[src/rtl/mtrg_pkg.sv]
// ----------------------------------------------------------------------------
// mtrg_pkg: shared types and constants
// Constants of the MT19937 core, tempering function and divider beat types.
// ----------------------------------------------------------------------------
`default_nettype none

package mtrg_pkg;

	localparam int DATA_W      = 32;
	localparam int DIV_W       = 33;
	localparam int DIV_STEPS   = 33;
	localparam int DIV_CNT_W   = 6;
	localparam int TWIST_SHIFT = 397;

	localparam logic [31:0] SEED_RESET = 32'd5489;
	localparam logic [31:0] MATRIX_A   = 32'h9908_b0df;
	localparam logic [31:0] INIT_MULT  = 32'd1812433253;
	localparam logic [31:0] TEMPER_B   = 32'h9d2c_5680;
	localparam logic [31:0] TEMPER_C   = 32'hefc6_0000;
	localparam logic [31:0] UPPER_BIT  = 32'h8000_0000;
	localparam logic [31:0] LOWER_BITS = 32'h7fff_ffff;
	localparam logic [32:0] FULL_SPAN  = 33'h1_0000_0000;

	typedef struct packed {
		logic             start;
		logic [DIV_W-1:0] dividend;
		logic [DIV_W-1:0] divisor;
	} div_req_t;

	typedef struct packed {
		logic             done;
		logic [DIV_W-1:0] quot;
		logic [DIV_W-1:0] rem;
	} div_rsp_t;

	function automatic logic [31:0] temper(input logic [31:0] w);
		logic [31:0] y;
		y = w;
		y = y ^ (y >> 11);
		y = y ^ ((y << 7) & TEMPER_B);
		y = y ^ ((y << 15) & TEMPER_C);
		y = y ^ (y >> 18);
		return y;
	endfunction

endpackage

`default_nettype wire

[src/rtl/mtrg_div.sv]
// ----------------------------------------------------------------------------
// mtrg_div: restoring divider
// One quotient bit per cycle; done pulses once the result is final.
// ----------------------------------------------------------------------------
`default_nettype none

module mtrg_div (
	input  wire logic               clk,
	input  wire logic               arst_n,
	input  wire mtrg_pkg::div_req_t req,
	output mtrg_pkg::div_rsp_t      rsp
);

	logic [mtrg_pkg::DIV_W-1:0]     rem_q;
	logic [mtrg_pkg::DIV_W-1:0]     quo_q;
	logic [mtrg_pkg::DIV_W-1:0]     dvs_q;
	logic [mtrg_pkg::DIV_CNT_W-1:0] cnt_q;
	logic                           busy_q;
	logic                           done_q;

	logic [mtrg_pkg::DIV_W:0]   shifted;
	logic [mtrg_pkg::DIV_W+1:0] diff;
	logic                       fits;

	always_comb begin
		shifted = {rem_q, quo_q[mtrg_pkg::DIV_W-1]};
		diff    = {1'b0, shifted} - {2'b00, dvs_q};
		fits    = !diff[mtrg_pkg::DIV_W+1];
	end

	always_ff @(posedge clk or negedge arst_n) begin
		if (!arst_n) begin
			busy_q <= 1'b0;
			done_q <= 1'b0;
			cnt_q  <= '0;
			rem_q  <= '0;
			quo_q  <= '0;
			dvs_q  <= '0;
		end else begin
			done_q <= 1'b0;
			if (req.start) begin
				busy_q <= 1'b1;
				cnt_q  <= mtrg_pkg::DIV_CNT_W'(mtrg_pkg::DIV_STEPS);
				rem_q  <= '0;
				quo_q  <= req.dividend;
				dvs_q  <= req.divisor;
			end else if (busy_q) begin
				rem_q <= fits ? diff[mtrg_pkg::DIV_W-1:0] : shifted[mtrg_pkg::DIV_W-1:0];
				quo_q <= {quo_q[mtrg_pkg::DIV_W-2:0], fits};
				cnt_q <= cnt_q - 1'b1;
				if (cnt_q == mtrg_pkg::DIV_CNT_W'(1)) begin
					busy_q <= 1'b0;
					done_q <= 1'b1;
				end
			end
		end
	end

	assign rsp.done = done_q;
	assign rsp.quot = quo_q;
	assign rsp.rem  = rem_q;

endmodule

`default_nettype wire

[config.mk]
export PLATFORM = sky130hd
export DESIGN_NAME = mtrg_div
export DESIGN_NICKNAME = d
export VERILOG_FILES = /design/src/rtl/mtrg_pkg.sv /design/src/rtl/mtrg_div.sv
export SDC_FILE = /design/constraint.sdc
export NUM_CORES = 1
export LEC_CHECK = 0
export BUFFER_PORTS_ARGS = -buffer_cell sky130_fd_sc_hd__buf_2
export CELL_PAD_IN_SITES_DETAIL_PLACEMENT = 0
export CELL_PAD_IN_SITES_GLOBAL_PLACEMENT = 1
export CORE_MARGIN = 2
export CORE_UTILIZATION = 37
export CTS_CLUSTER_DIAMETER = 200
export DETAILED_ROUTE_END_ITERATION = 10
export HOLD_SLACK_MARGIN = 0.08
export PLACE_DENSITY = 0.73
export SETUP_SLACK_MARGIN = 0.3
export SYNTH_ARGS = -nofsm -noshare
export SYNTH_HDL_FRONTEND = slang
export SYNTH_SLANG_ARGS = --single-unit
[constraint.sdc]
create_clock -name clk -period 3 [get_ports clk]
set_clock_uncertainty 0.1 [all_clocks]
set_input_delay 0.15 -clock clk [delete_from_list [all_inputs] [get_ports clk]]
set_output_delay 0.15 -clock clk [all_outputs]
set_load 0.01 [all_outputs]
After elaboration in Yosys (flattened, before gate mapping)
Index checks and enable logic that the tools add are counted.

Register bits after elaboration: 107. Input port bits: 69. Output and inout port bits: 67. Word-level logic and storage cells: 24.

$add $sub $neg: 2. Equal/unequal tests: 1. Muxes and demuxes: 13. Reduce and logical (&&, ||, !) cells: 2.

Operator list (number): two-way mux 33 bit (5); subtractor 34 x 33 -> 35 bit (1); two-way mux 6 bit (2); equality test 6 x 1 -> 1 bit (second input constant) (1); two-way mux 1 bit (6); subtractor 6 x 1 -> 6 bit (second input constant) (1); nonzero test 2 bit (1); zero test 1 bit (1).

Logic depth before layout (Yosys ltp)
Gate-level depths: netlist of the first run.

Word-level depth: 4. Mapped depth: 13. Mapped depth without buffers: 12.

Least setup slack after synthesis of the first run
Ideal clock, no wire load.

Path type: register -> register. From: register rem_q[1] (netlist name). To: register rem_q[32] (netlist name). Setup time: 0.104 ns. Arrival time: 2.789 ns. Data required time: 2.796 ns. Setup slack: 0.008 ns. Stages on the path, launching flop included: 11. Path buffers: 0. Period minus slack after synthesis: 2.992 ns. Path through: dfrtp_1 ha_1 nor2b_1 o31a_1 o31a_2 o31ai_4 a211o_1 nand2_1 a32oi_1 mux2_2 a221oi_1.

Word-level cells in the longest chain between the ends: 4.

RTL lines: from (decl) (RTL line mtrg_div.sv:14) `logic [mtrg_pkg::DIV_W-1:0] rem_q;`; from (signal assigned) (RTL line mtrg_div.sv:48) `rem_q <= fits ? diff[mtrg_pkg::DIV_W-1:0] : shifted[mtrg_pkg::DIV_W-1:0];`; subtractor 34 x 33 -> 35 bit (RTL line mtrg_div.sv:27) `diff = {1'b0, shifted} - {2'b00, dvs_q};`; two-way mux 33 bit (RTL line mtrg_div.sv:48); two-way mux 33 bit (RTL line mtrg_div.sv:47) `end else if (busy_q) begin`; two-way mux 33 bit (RTL line mtrg_div.sv:41) `if (req.start) begin`.

No other way between the ends. The select of a mux whose other input is x is not followed. A chain may end at the register's enable or synchronous reset.

Worst setup path in the final report of the first run
From: register rem_q[0] (netlist name). To: register rem_q[32] (netlist name).

The elaborated chain is that of the path after synthesis.

==> summary by stage, run 1 <==
Final layout
The post-layout instance count excluding filler cells is 1209. The area growth from synthesis to layout is 44.6%. In the final layout, the share of cells above drive strength 1 is 0.298.

The number of nets in the finished design is 1084. The repair_antennas step left the layout with diodes totalling 0.

Route
After the first detailed-routing iteration, the DRC count stood at 272. After detailed routing, the number of vias per cell comes to 5.01. After detailed routing, the number of remaining DRC violations is 0.

The detailed-route via count is 6057. The routed design has 18200 um of wire. The post-route antenna net violation count is 0.

The pre-antenna-repair detailed-routing pass consisted of 5 iterations. The average wire per cell in the routed design is 15.1 um.

Synth
Counting flops with an async set or reset pin after synthesis yields a share of 1.00. The share of the Yosys chip area taken by registers is 0.415. The share of the synthesized area in the top cell type is 0.415. nand2_1 is the most common cell in the netlist. The mapped netlist covers 6460 um^2. In the post-synthesis netlist, the biggest area contributors are dfrtp_1 41%, nand2_1 7.5%, ha_1 6.8%, o21ai_0 6.7%, mux2i_1 5.1%.

A synthesized cell averages 8.71 um^2. In the synthesized netlist, the number of instances is 741. The prevailing post-synth register cell is dfrtp_1. In this run, synthesis produced a sequential element count of 107. The number of synthesized flops with an enable pin is 0. The count of different cell masters after synthesis is 57. The synthesized net count is 846. The top cell type by total area after synthesis is dfrtp_1. Yosys printed 0 warnings. The commonest cells after synthesis are 129 x nand2_1, 107 x dfrtp_1, 86 x o21ai_0.

Timing
Setup repair after global routing could not meet its margin everywhere. For the finished layout, the period the worst path requires is 3.06 ns. The transition time at the pin with the least slew margin is 0.665 ns. The achievable clock frequency is 327 MHz. The tightest slew margin relative to the limit is 0.557. The count of endpoints failing hold in the final timing report came to 0. The max-slew violation count is 0. The final number of setup-violating endpoints is 10. The worst hold slack after final layout is 0.191 ns. Dividing the final minimum period by the clock period gives 1.02. After layout, the worst setup slack is -0.0578 ns.

Critical path
The arrival time at the worst endpoint is 3.23 ns. The type of origin of the critical path is a flip-flop. The critical path is of the reg2reg type. The critical path capture point type is a flip-flop. The maximum fanout count along the critical path is 3. The depth of the worst register-to-register path is 13. STA puts the critical path data required time at 3.17 ns.

Floorplanning
The starting density of the core is 0.376. In this run the core area contains 48 standard-cell rows. The die footprint is 18500 um^2. The floorplan step defined a core boundary enclosing 17200 um^2.

The die boundary width is 136 um. The I/O pin count is 136. The die extent in y is 136 um.

Place
Once detailed placement completed, the half-perimeter wirelength came to 12000 um. The number of I/O port buffers is 135. Timing analysis after detailed placement gives a worst setup slack of -0.0227 ns. The cell total after placement is 1106.

Routability-driven placement finished with a final weighted congestion of 0.805.

Clocking
TritonCTS built the clock tree. No sink is reached through more buffers than the 2 on the longest clock path. The clock-pin slew on the worst setup and hold paths is 0.07 ns. In this run, CTS created clock tree buffers numbering 9.

For this design, the sink count on the clock tree is 107. The clock root buffer master is clkbuf_16. The later pin in the worst-skew pair is clocked with a latency of 0.37 ns.

The H-tree generated during clock tree synthesis spans 3 levels.

GRT
In the global route stage, overall resource usage came out at 0.202. The number of antenna violations at the first check in global routing is 0. The number of global-route vias before repair is 6202. The global-route wire length before repair is 30100 um. After global routing the overflow that remains totals 0. The pin count of the biggest net entering global routing is 68.

Pwr
In this run the static leakage power is 4.74 nW. The highest ir drop seen on vdd is 0.380 mV. The power density over the cells is 689 nW/um^2.

Min path
The cell depth of the worst min-delay path is 3. The path class of the tightest hold or removal check is in2reg.

Status
The flow ran to the end, but the final reports show violations. The checks that failed: negative setup slack.

Flow run
The number of violations of the max-capacitance limit is 0.
-- registers in the layout, indices dropped and copies added (netlist names) --
signal,cells
done_q,1
rem_q,33
busy_q,1
dvs_q,33
quo_q,33
cnt_q,6
-- final timing paths --
kind / start / end / slack, ns
min reg2reg: cnt_q[4] / done_q / 0.42
max: rem_q[0] / rem_q[32] / -0.06
min in group asynchronous: arst_n / rem_q[11] / 0.22
min: req[66] / quo_q[11] / 0.19
max in group asynchronous: arst_n / quo_q[9] / 1.85
max reg2reg: rem_q[0] / rem_q[32] / -0.06
-- power by group --
part	total, mW	switching (mW)	internal (mW)	leakage (nW)
registers	1.99	0.283	1.71	1.35
logic	3.03	1.59	1.44	3.21
clock network	1.41	0.586	0.824	0.168
-- cells by family (layout without fill, tap and decap cells) --
logic type | after synthesis | count (layout) | share of synthesized area
AOI/OAI and AO/OA | 217 | 217 | 0.216
xor gates and xnor gates | 26 | 26 | 0.0353
adders and majority gates | 36 | 36 | 0.0709
buffers and inverters | 85 | 328 | 0.0527
DFF | 107 | 107 | 0.415
muxes | 35 | 35 | 0.0546
and+or+nand+nor | 235 | 235 | 0.156
-- cell usage in the layout (no fill, tap or decap), drive strengths merged, types with 3 or more instances in the layout --
cell and instances:
buf 199, nand2 129, dfrtp 107, o21ai 89
dlygate4sd3 67, nor2 52, inv 44, a21oi 37
ha 35, mux2i 33, a311oi 20, xnor2 16
a21o 14, clkbuf 12, nand3 11, a211oi 11
xor2 10, nor3 9, o21a 6, o21bai 6
and3 6, o211ai 5, a31oi 5, or3 5
nand2b 4, o31a 4, nor2b 4, and2 3
a41oi 3, bufinv 3
-- stage by stage --
step | util | area (um^2) | TNS (ns) | power [mW]
3_3_place_gp | 0.448 | 7700 | 0 | 4.63
2_1_floorplan | - | 6520 | 0 | 3.76
4_1_cts | 0.522 | 8970 | 0 | 6.27
5_1_grt | 0.544 | 9340 | -4.76 | 6.91
3_5_place_dp | 0.448 | 7700 | -0.0265 | 4.64
6_report | 0.544 | 9340 | -0.289 | 6.43
-- per-layer routing --
layer / GRT usage / up-vias / part of all wire
met2: 0.336 / 117 / 0.47
met3: 0.0440 / 9 / 0.050
li1: - / 3073 / -
met4: 0.0527 / 0 / 0.0084
met5: 0 / - / 0
met1: 0.267 / 2858 / 0.47
-- repair_timing --
| action | CTS | global route |
|---|---|---|
| endpoints found under the setup margin | 34 | 34 |
| gates cloned | 3 | 3 |
| resized for setup | 30 | 50 |
| pin swaps | 13 | 35 |
| hold endpoints to repair | 104 | 0 |
| setup buffers | 6 | 8 |
| hold buffers | 67 | 0 |
-- final cells by class --
type	count	area, um^2
fill	1627	7840
multi-input combinational	549	3800
sequential	107	2680
timing repair buffer	269	2070
tap	225	282
clock buffer	9	225
inverter	43	161
clock inverter	7	123
-- critical path, stage by stage, from the launching register on --
cell,delay (ns)
dfrtp_1,0.43
buf_6,0.14
inv_2,0.05
fa_2,0.21
nor2b_2,0.05
o31a_1,0.26
o31a_2,0.38
o31ai_4,0.21
a211o_1,0.23
buf_4,0.13
nand2_2,0.04
a32oi_1,0.19
mux2_2,0.36
a221oi_2,0.20
Power figures use the tool's default switching activity.
==> run 2: changes to the inputs <==
--- a/config.mk
+++ b/config.mk
@@ -8,6 +8,4 @@
 export BUFFER_PORTS_ARGS = -buffer_cell sky130_fd_sc_hd__buf_2
-export CELL_PAD_IN_SITES_DETAIL_PLACEMENT = 0
-export CELL_PAD_IN_SITES_GLOBAL_PLACEMENT = 1
 export CORE_MARGIN = 2
-export CORE_UTILIZATION = 37
+export CORE_UTILIZATION = 50
 export CTS_CLUSTER_DIAMETER = 200
@@ -15,3 +13,3 @@
 export HOLD_SLACK_MARGIN = 0.08
-export PLACE_DENSITY = 0.73
+export PLACE_DENSITY = 0.74
 export SETUP_SLACK_MARGIN = 0.3
==> constraint.sdc (replaced) <==
create_clock -name clk -period 3 [get_ports clk]
set_clock_uncertainty 0.1 [all_clocks]
set_input_delay 0.45 -clock clk [delete_from_list [all_inputs] [get_ports clk]]
set_output_delay 0.45 -clock clk [all_outputs]
set_load 0.01 [all_outputs]
==> run 2 against run 1 <==
Against the previous run: the flow still finishes with violations (negative setup slack); flip-flop and latch count stayed put; critical path depth is 2 lower; critical path type unchanged; setup slack better by 0.013 ns; clock power is 19% lower; non-clock buffer count is 72 lower; cell count is 10% lower; via count is 1.3% lower; maximum frequency is 0.42% higher; sequential share of layout area is 3.1 points higher; register-to-register slack hardly changed; highest routed layer unchanged.
==> summary by stage, run 2 (synthesis gave the netlist of run 1 again) <==
Status
The checks that failed: negative setup slack. The run finished, with violations left.

Critical path
The end of the worst register-to-register path is rem_q[27]. Following the worst setup path forward leads to its endpoint at rem_q[27]. The critical path capture point type is a flip-flop.

The startpoint of the worst register-to-register path is dvs_q[0]. The depth of the worst register-to-register path came to 11 (-2). The arrival time at the worst endpoint is 3.21 ns (-0.02 ns). The type of the worst setup path is reg2reg. The worst setup path is launched from a flip-flop. The worst endpoint required time is 3.17 ns (about the same). Tracing the worst setup path back leads to its startpoint at dvs_q[0]. The maximum fanout count along the critical path is 4 (+1). The worst setup slack for register-to-register paths is -0.05 ns (about the same).

Route
The via density per instance is 5.51 (+10%). The number of iterations in the first detailed-routing pass is 4 (-1). The detailed-route via count is 5978 (-1.3%). The post-route antenna net violation count is 0 (unchanged).

The detailed-route DRC error count is 0 (unchanged). The number of DRC violations after detailed-routing iteration 0 came to 311 (+14%). The sum of routed wire length over all layers was 16600 um (-8.9%). The average wire per cell in the routed design is 15.3 um (+1.6%).

Final layout
The diode insertion count for antenna repair is 0 (unchanged). In the final layout, the registers with the most flip-flops are dvs_q x33, quo_q x33, rem_q x33. Leaving out fill and tap cells, the most frequent cells in the layout are 133 x buf_2, 114 x nand2_1, 106 x dfrtp_1. The fill cell total of the finished layout was 1087 (-33%).

The multi-input gate area in the final layout is 3740 um^2 (-1.5%). The final design utilization is 0.668 (+0.124). The fraction of final layout cells with drive strength greater than 1 is 0.309 (+0.0114). Relative to the synthesized area, the layout overhead comes to 30.6%. The most common cell after layout, fill and taps aside is buf_2.

The area of all sequential standard cells is 2680 um^2 (unchanged). The number of nets in the finished design came to 1012 (-6.6%).

Timing
The time the final worst path needs with I/O delays and setup was 3.05 ns (-0.0127 ns). The final number of setup-violating endpoints was 2 (-8). Setup repair after global routing could not meet its margin everywhere. The max-slew violation count is 0 (unchanged). The least setup slack across all paths after layout is -0.0451 ns (+0.0127 ns).

The count of endpoints failing hold in the final timing report came to 0 (unchanged). The achievable clock frequency is 328 MHz (+0.42%). The share of the cycle needed by the critical path after routing is 1.02 (-0.00422). The tightest slew margin relative to the limit is 0.589 (+0.0322). The transition time at the pin with the least slew margin came to 0.617 ns (-0.0483 ns).

Pwr
The leakage power of the design was 4.35 nW (-8.2%). The power density over the cells is 716 nW/um^2 (+3.9%). The share of power burned in combinational logic is 0.480 (+0.009). The highest ir drop seen on vdd is 0.427 mV (+12%).

The internal portion of total power came to 3.65 mW (-8.1%). The power dissipated by switching net loads is 2.38 mW (-3.1%). The power after layout is 6.03 mW (-6.2%).

The fraction of power consumed by sequential logic is 0.330 (+0.021). The part of the total power dissipated in the clock network was 0.190 (-0.029). The switching portion of total power is 0.395 (+0.0127).

Min path
The path class of the tightest hold or removal check is in2reg. The cell depth of the worst min-delay path is 3 (unchanged).

Clocking
The buffer levels on the longest clock path came to 2 (unchanged). The insertion delay of the later-clocked pin in the worst-skew pair is 0.36 ns (about the same). The number of buffers added by the clock tree synthesis step is 9 (unchanged). Clock tree synthesis selected as its root buffer the cell clkbuf_16. The number of levels in the clock H-tree is 3 (unchanged). The clock-pin slew on the worst setup and hold paths is 0.07 ns (about the same).

The CTS tree is yes. The number of clock sinks came to 107 (unchanged).

Floorplanning
The count of standard-cell rows is 41 (-15%). The die extent in y is 118 um (-14%). The I/O pin count came to 136 (unchanged).

The die footprint is 13800 um^2 (-25%). The starting density of the core is 0.512 (+0.136). The die boundary width is 118 um (-14%). The placeable core area was 12600 um^2 (-27%).

GRT
The global route total overflow is 0 (unchanged). The combined global-route utilization of all metal layers is 0.231 (+0.0287). The pin count of the biggest net entering global routing came to 82 (+21%). The number of global-route vias before repair came to 5675 (-8.5%). The number of antenna violations at the first check in global routing came to 0 (unchanged). The global-route wire length before repair is 26400 um (-12%).

Place
The number of I/O port buffers is 135 (unchanged). The half-perimeter wire length after detailed placement is 11200 um (-6.4%). The placer congestion estimate is 0.859 (+6.6%).

Flow run
The number of violations of the max-capacitance limit is 0 (unchanged).
run 2: repair_timing:
action	4_1_cts	5_1_grt
hold buffers	1	0
pin swaps	24	21
endpoints found under the hold margin	44	0
setup endpoints to repair	34	34
buffers inserted	9	7
cloned	2	3
resized for setup	32	35
run 2: routing by layer:
layer,part of all wire,up-vias,wire [um],global-route usage
met4,0.018,0,306,0.0640
met3,0.068,23,1130,0.0630
met5,0,-,0,0
met1,0.45,2842,7410,0.312
met2,0.47,185,7770,0.366
li1,-,2928,-,-
run 2: how the worst min path moves through the flow:
stage	start	to
after CTS	req[29]	dvs_q[29]
after global placement	arst_n	dvs_q[13]
after detailed placement	arst_n	dvs_q[13]
final	req[51]	quo_q[18]
after global routing	req[58]	quo_q[25]
after floorplan	arst_n	busy_q
run 2: metrics by stage:
step / setup slack [ns] / cells / hold slack, ns / TNS (ns) / area (um^2)
after global routing: -0.152 / 1084 / 0.190 / -1.98 / 8430
after global placement: 0.0381 / 1046 / 0.403 / 0 / 7570
final: -0.0451 / 1084 / 0.188 / -0.0570 / 8430
after detailed placement: -0.0434 / 1046 / 0.402 / -0.259 / 7570
after floorplan: 0.0488 / 741 / 0.0544 / 0 / 6520
after CTS: -0.0659 / 1074 / 0.181 / -0.296 / 8130
run 2: worst max-delay path: stages, from the launching register on:
cell	delay (ns)
dfrtp_1	0.42
ha_4	0.18
fa_2	0.34
nor2b_2	0.14
o31a_1	0.17
o31a_2	0.18
o31ai_4	0.07
a211o_1	0.35
a21bo_4	0.26
buf_12	0.13
or3_1	0.36
a311oi_1	0.25
run 2: power groups by stage:
stage / Clock, mW / Sequential (mW) / Combinational (mW)
finish: 1.14 / 1.99 / 2.90
global route: 1.22 / 2.04 / 3.19
CTS: 1.17 / 1.98 / 2.69
detailed placement: 0 / 2.00 / 2.56
global placement: 0 / 2.00 / 2.52
floorplan: 0 / 2.02 / 1.74
run 2: cell type report:
cell class / count / share of cell area
well taps: 172 / 0.0255
clock inverters: 4 / 0.00386
flip-flops and latches: 107 / 0.318
multi-input cells: 549 / 0.444
clock buffers: 12 / 0.0292
inverters: 43 / 0.0191
repair buffers: 197 / 0.161
==> run 3: changes to the inputs <==
CORE_UTILIZATION = 60   (was 50)
GPL_TIMING_DRIVEN = 0   (was default)
PLACE_DENSITY = 0.84   (was 0.74)
clock period = 3.7 ns   (was 3 ns; I/O delays follow)
==> run 3 against run 2 <==
Against the previous run: flip-flop and latch count stayed put; utilization is 6.7 points higher; global-route usage is 8.2 points higher; combinational power is 29% lower; critical path depth is 1 lower; count of clock-buffer cells in the layout is 2 lower; clock power is 25% lower; die area is 16% lower; largest power group unchanged; sequential share of layout area is 3.3 points higher; the run now ends clean; wire length is 5.5% higher; cell count is 4.9% lower.
==> summary by stage, run 3 (synthesis gave the netlist of run 1 again) <==
Place
The area of placed instances is 7330 um^2 (-3.1%). The placer congestion estimate is 0.942 (+9.7%). The minimum setup slack after placement is 0.271 ns (+0.315 ns). The number of I/O port buffers came to 135 (unchanged). The half-perimeter wire length after detailed placement is 13200 um (+18%).

Timing
The setup TNS after final layout is 0 ns (+0.0570 ns). Setup repair after global routing could not meet its margin everywhere. The transition time at the pin with the least slew margin was 0.730 ns (+0.113 ns). The tightest slew margin relative to the limit is 0.514 (-0.0754). The time the final worst path needs with I/O delays and setup is 3.29 ns (+0.247 ns). The max-slew violation count is 0 (unchanged).

The achievable clock frequency is 304 MHz (-7.5%). The share of the cycle needed by the critical path after routing is 0.890 (-0.125). The final number of setup-violating endpoints is 0 (-2). The least setup slack across all paths after layout is 0.408 ns (+0.453 ns).

The count of endpoints failing hold in the final timing report is 0 (unchanged).

Critical path
STA classifies the critical path startpoint as a flip-flop. The end of the worst register-to-register path is rem_q[32]. The worst setup slack for register-to-register paths is 0.41 ns (+0.45 ns). The worst endpoint required time is 3.89 ns (+0.72 ns). The worst setup path is of the reg2reg kind. The worst setup path is captured at a flip-flop. The startpoint of the worst register-to-register path is rem_q[1]. The maximum fanout count along the critical path is 4 (unchanged). The arrival time at the worst endpoint was 3.48 ns (+0.27 ns). The depth of the worst register-to-register path is 10 (-1).

Floorplanning
The die boundary width was 108 um (-8.4%). The placeable core area is 10400 um^2 (-18%). The count of standard-cell rows came to 37 (-9.8%). The starting density of the core is 0.623 (+0.111).

The die footprint is 11600 um^2 (-16%). The die extent in y was 108 um (-8.4%). The I/O pin count is 136 (unchanged).

GRT
The number of antenna violations at the first check in global routing was 0 (unchanged). The global route total overflow came to 0 (unchanged). The global-route wire length before repair is 28700 um (+8.6%). The number of global-route vias before repair is 6119 (+7.8%). The combined global-route utilization of all metal layers is 0.313 (+0.0819). The pin count of the biggest net entering global routing is 68 (-17%).

Pwr
The fraction of power consumed by sequential logic is 0.353 (+0.023). The share of power burned in combinational logic is 0.457 (-0.023). The highest ir drop seen on vdd is 0.328 mV (-23%).

The power after layout came to 4.52 mW (-25%). The leakage power of the design was 4.02 nW (-7.6%). The switching portion of total power came to 0.403 (+0.00776). The power dissipated by switching net loads is 1.82 mW (-24%). The internal portion of total power is 2.70 mW (-26%). The power density over the cells is 593 nW/um^2 (-17%).

The part of the total power dissipated in the clock network is 0.190 (about the same).

Clocking
The number of buffers added by the clock tree synthesis step is 9 (unchanged). The buffer levels on the longest clock path is 2 (unchanged). The number of clock sinks is 107 (unchanged). The clock-pin slew on the worst setup and hold paths is 0.10 ns (+0.03 ns).

TritonCTS built the clock tree. The tree is rooted in a clkbuf_8. The insertion delay of the later-clocked pin in the worst-skew pair is 0.38 ns (+0.02 ns). The number of levels in the clock H-tree is 3 (unchanged).

Route
The detailed-route via count is 6130 (+2.5%). The number of DRC violations after detailed-routing iteration 0 is 473 (+52%). The detailed-route DRC error count was 0 (unchanged). The number of iterations in the first detailed-routing pass is 7 (+3). The via density per instance is 5.95 (+7.8%). The post-route antenna net violation count is 0 (unchanged).

The average wire per cell in the routed design is 17.0 um (+11%). The sum of routed wire length over all layers is 17500 um (+5.5%).

Min path
The cell depth of the worst min-delay path is 3 (unchanged). The path with the worst hold slack has its endpoint at quo_q[20]. The path category of the worst min-delay check is in2reg. The startpoint identified for the worst hold timing path is req[53].

Final layout
The layout-stage area growth over the synthesis result is 18.0%. Leaving out fill and tap cells, the most frequent cell in the layout is buf_2. The largest registers in the layout are dvs_q x33, quo_q x33, rem_q x33. The diode insertion count for antenna repair is 0 (unchanged).

The fraction of final layout cells with drive strength greater than 1 was 0.199 (-0.110). Leaving out fill and tap cells, the most frequent cells in the layout are 136 x buf_2, 128 x nand2_1, 107 x dfrtp_1. The number of nets in the finished design is 996 (-1.6%).

The area of all placed cells without fillers is 7620 um^2 (-9.6%).

Flow run
The number of violations of the max-capacitance limit is 0 (unchanged).

Status
The flow ran to the end, and the final reports show no timing, DRC or antenna violations.
-- run 3: what timing repair did --
action / 4_1_cts / 5_1_grt
setup buffers: 0 / 2
resized for setup: 2 / 9
hold buffers: 1 / 0
hold endpoints to repair: 40 / 0
pin swaps: 0 / 2
endpoints found under the setup margin: 7 / 11
-- run 3: power by group through the flow --
stage          clock [mW]  combinational [mW]  sequential, mW
2_1_floorplan           0                1.39            1.63
5_1_grt             0.899                2.29            1.62
6_report            0.857                2.07            1.59
3_3_place_gp            0                1.94            1.59
4_1_cts             0.855                2.03            1.59
3_5_place_dp            0                2.01            1.61
-- run 3: routing by layer --
layer  GRT usage  vias up  part of all wire
met1       0.410     2917              0.42
met5           0        -                 0
met4       0.146        0             0.024
met3      0.0732       40             0.085
met2       0.491      278              0.47
li1            -     2895                 -
-- run 3: layout make-up --
type	count	area, um^2
inverters	43	161
plain buffers	42	188
multi-input cells	549	3460
flip-flops and latches	107	2680
fillers	796	2750
repair buffers	139	731
clock buffers	10	128
well taps	136	170
clock inverters	5	103
-- run 3: metrics by stage --
| step | hold WS, ns | utilization | instances |
|---|---|---|---|
| 4_1_cts | 0.270 | 0.731 | 1029 |
| 2_1_floorplan | 0.159 | - | 741 |
| 3_3_place_gp | 0.398 | 0.704 | 1012 |
| 3_5_place_dp | 0.405 | 0.707 | 1013 |
| 5_1_grt | 0.284 | 0.735 | 1031 |
| 6_report | 0.275 | 0.735 | 1031 |
-- run 3: how the worst max path moves through the flow --
| stage | startpoint | end | cells past startpoint |
|---|---|---|---|
| 3_5_place_dp | quo_q[32] | rem_q[26] | 12 |
| 6_report | rem_q[1] | rem_q[32] | 10 |
| 5_1_grt | quo_q[32] | rem_q[32] | 12 |
| 2_1_floorplan | rem_q[1] | rem_q[32] | 10 |
| 3_3_place_gp | quo_q[32] | rem_q[26] | 12 |
| 4_1_cts | rem_q[1] | rem_q[32] | 10 |
-- run 3: worst max-delay path, stage by stage (launching register included) --
cell and delay (ns):
dfrtp_1 0.46, ha_1 0.38, nor2b_1 0.17, o31a_1 0.27
o31a_2 0.34, o31ai_4 0.27, a211o_1 0.27, nand2_2 0.11
a32oi_2 0.25, mux2_2 0.35, a221oi_1 0.23
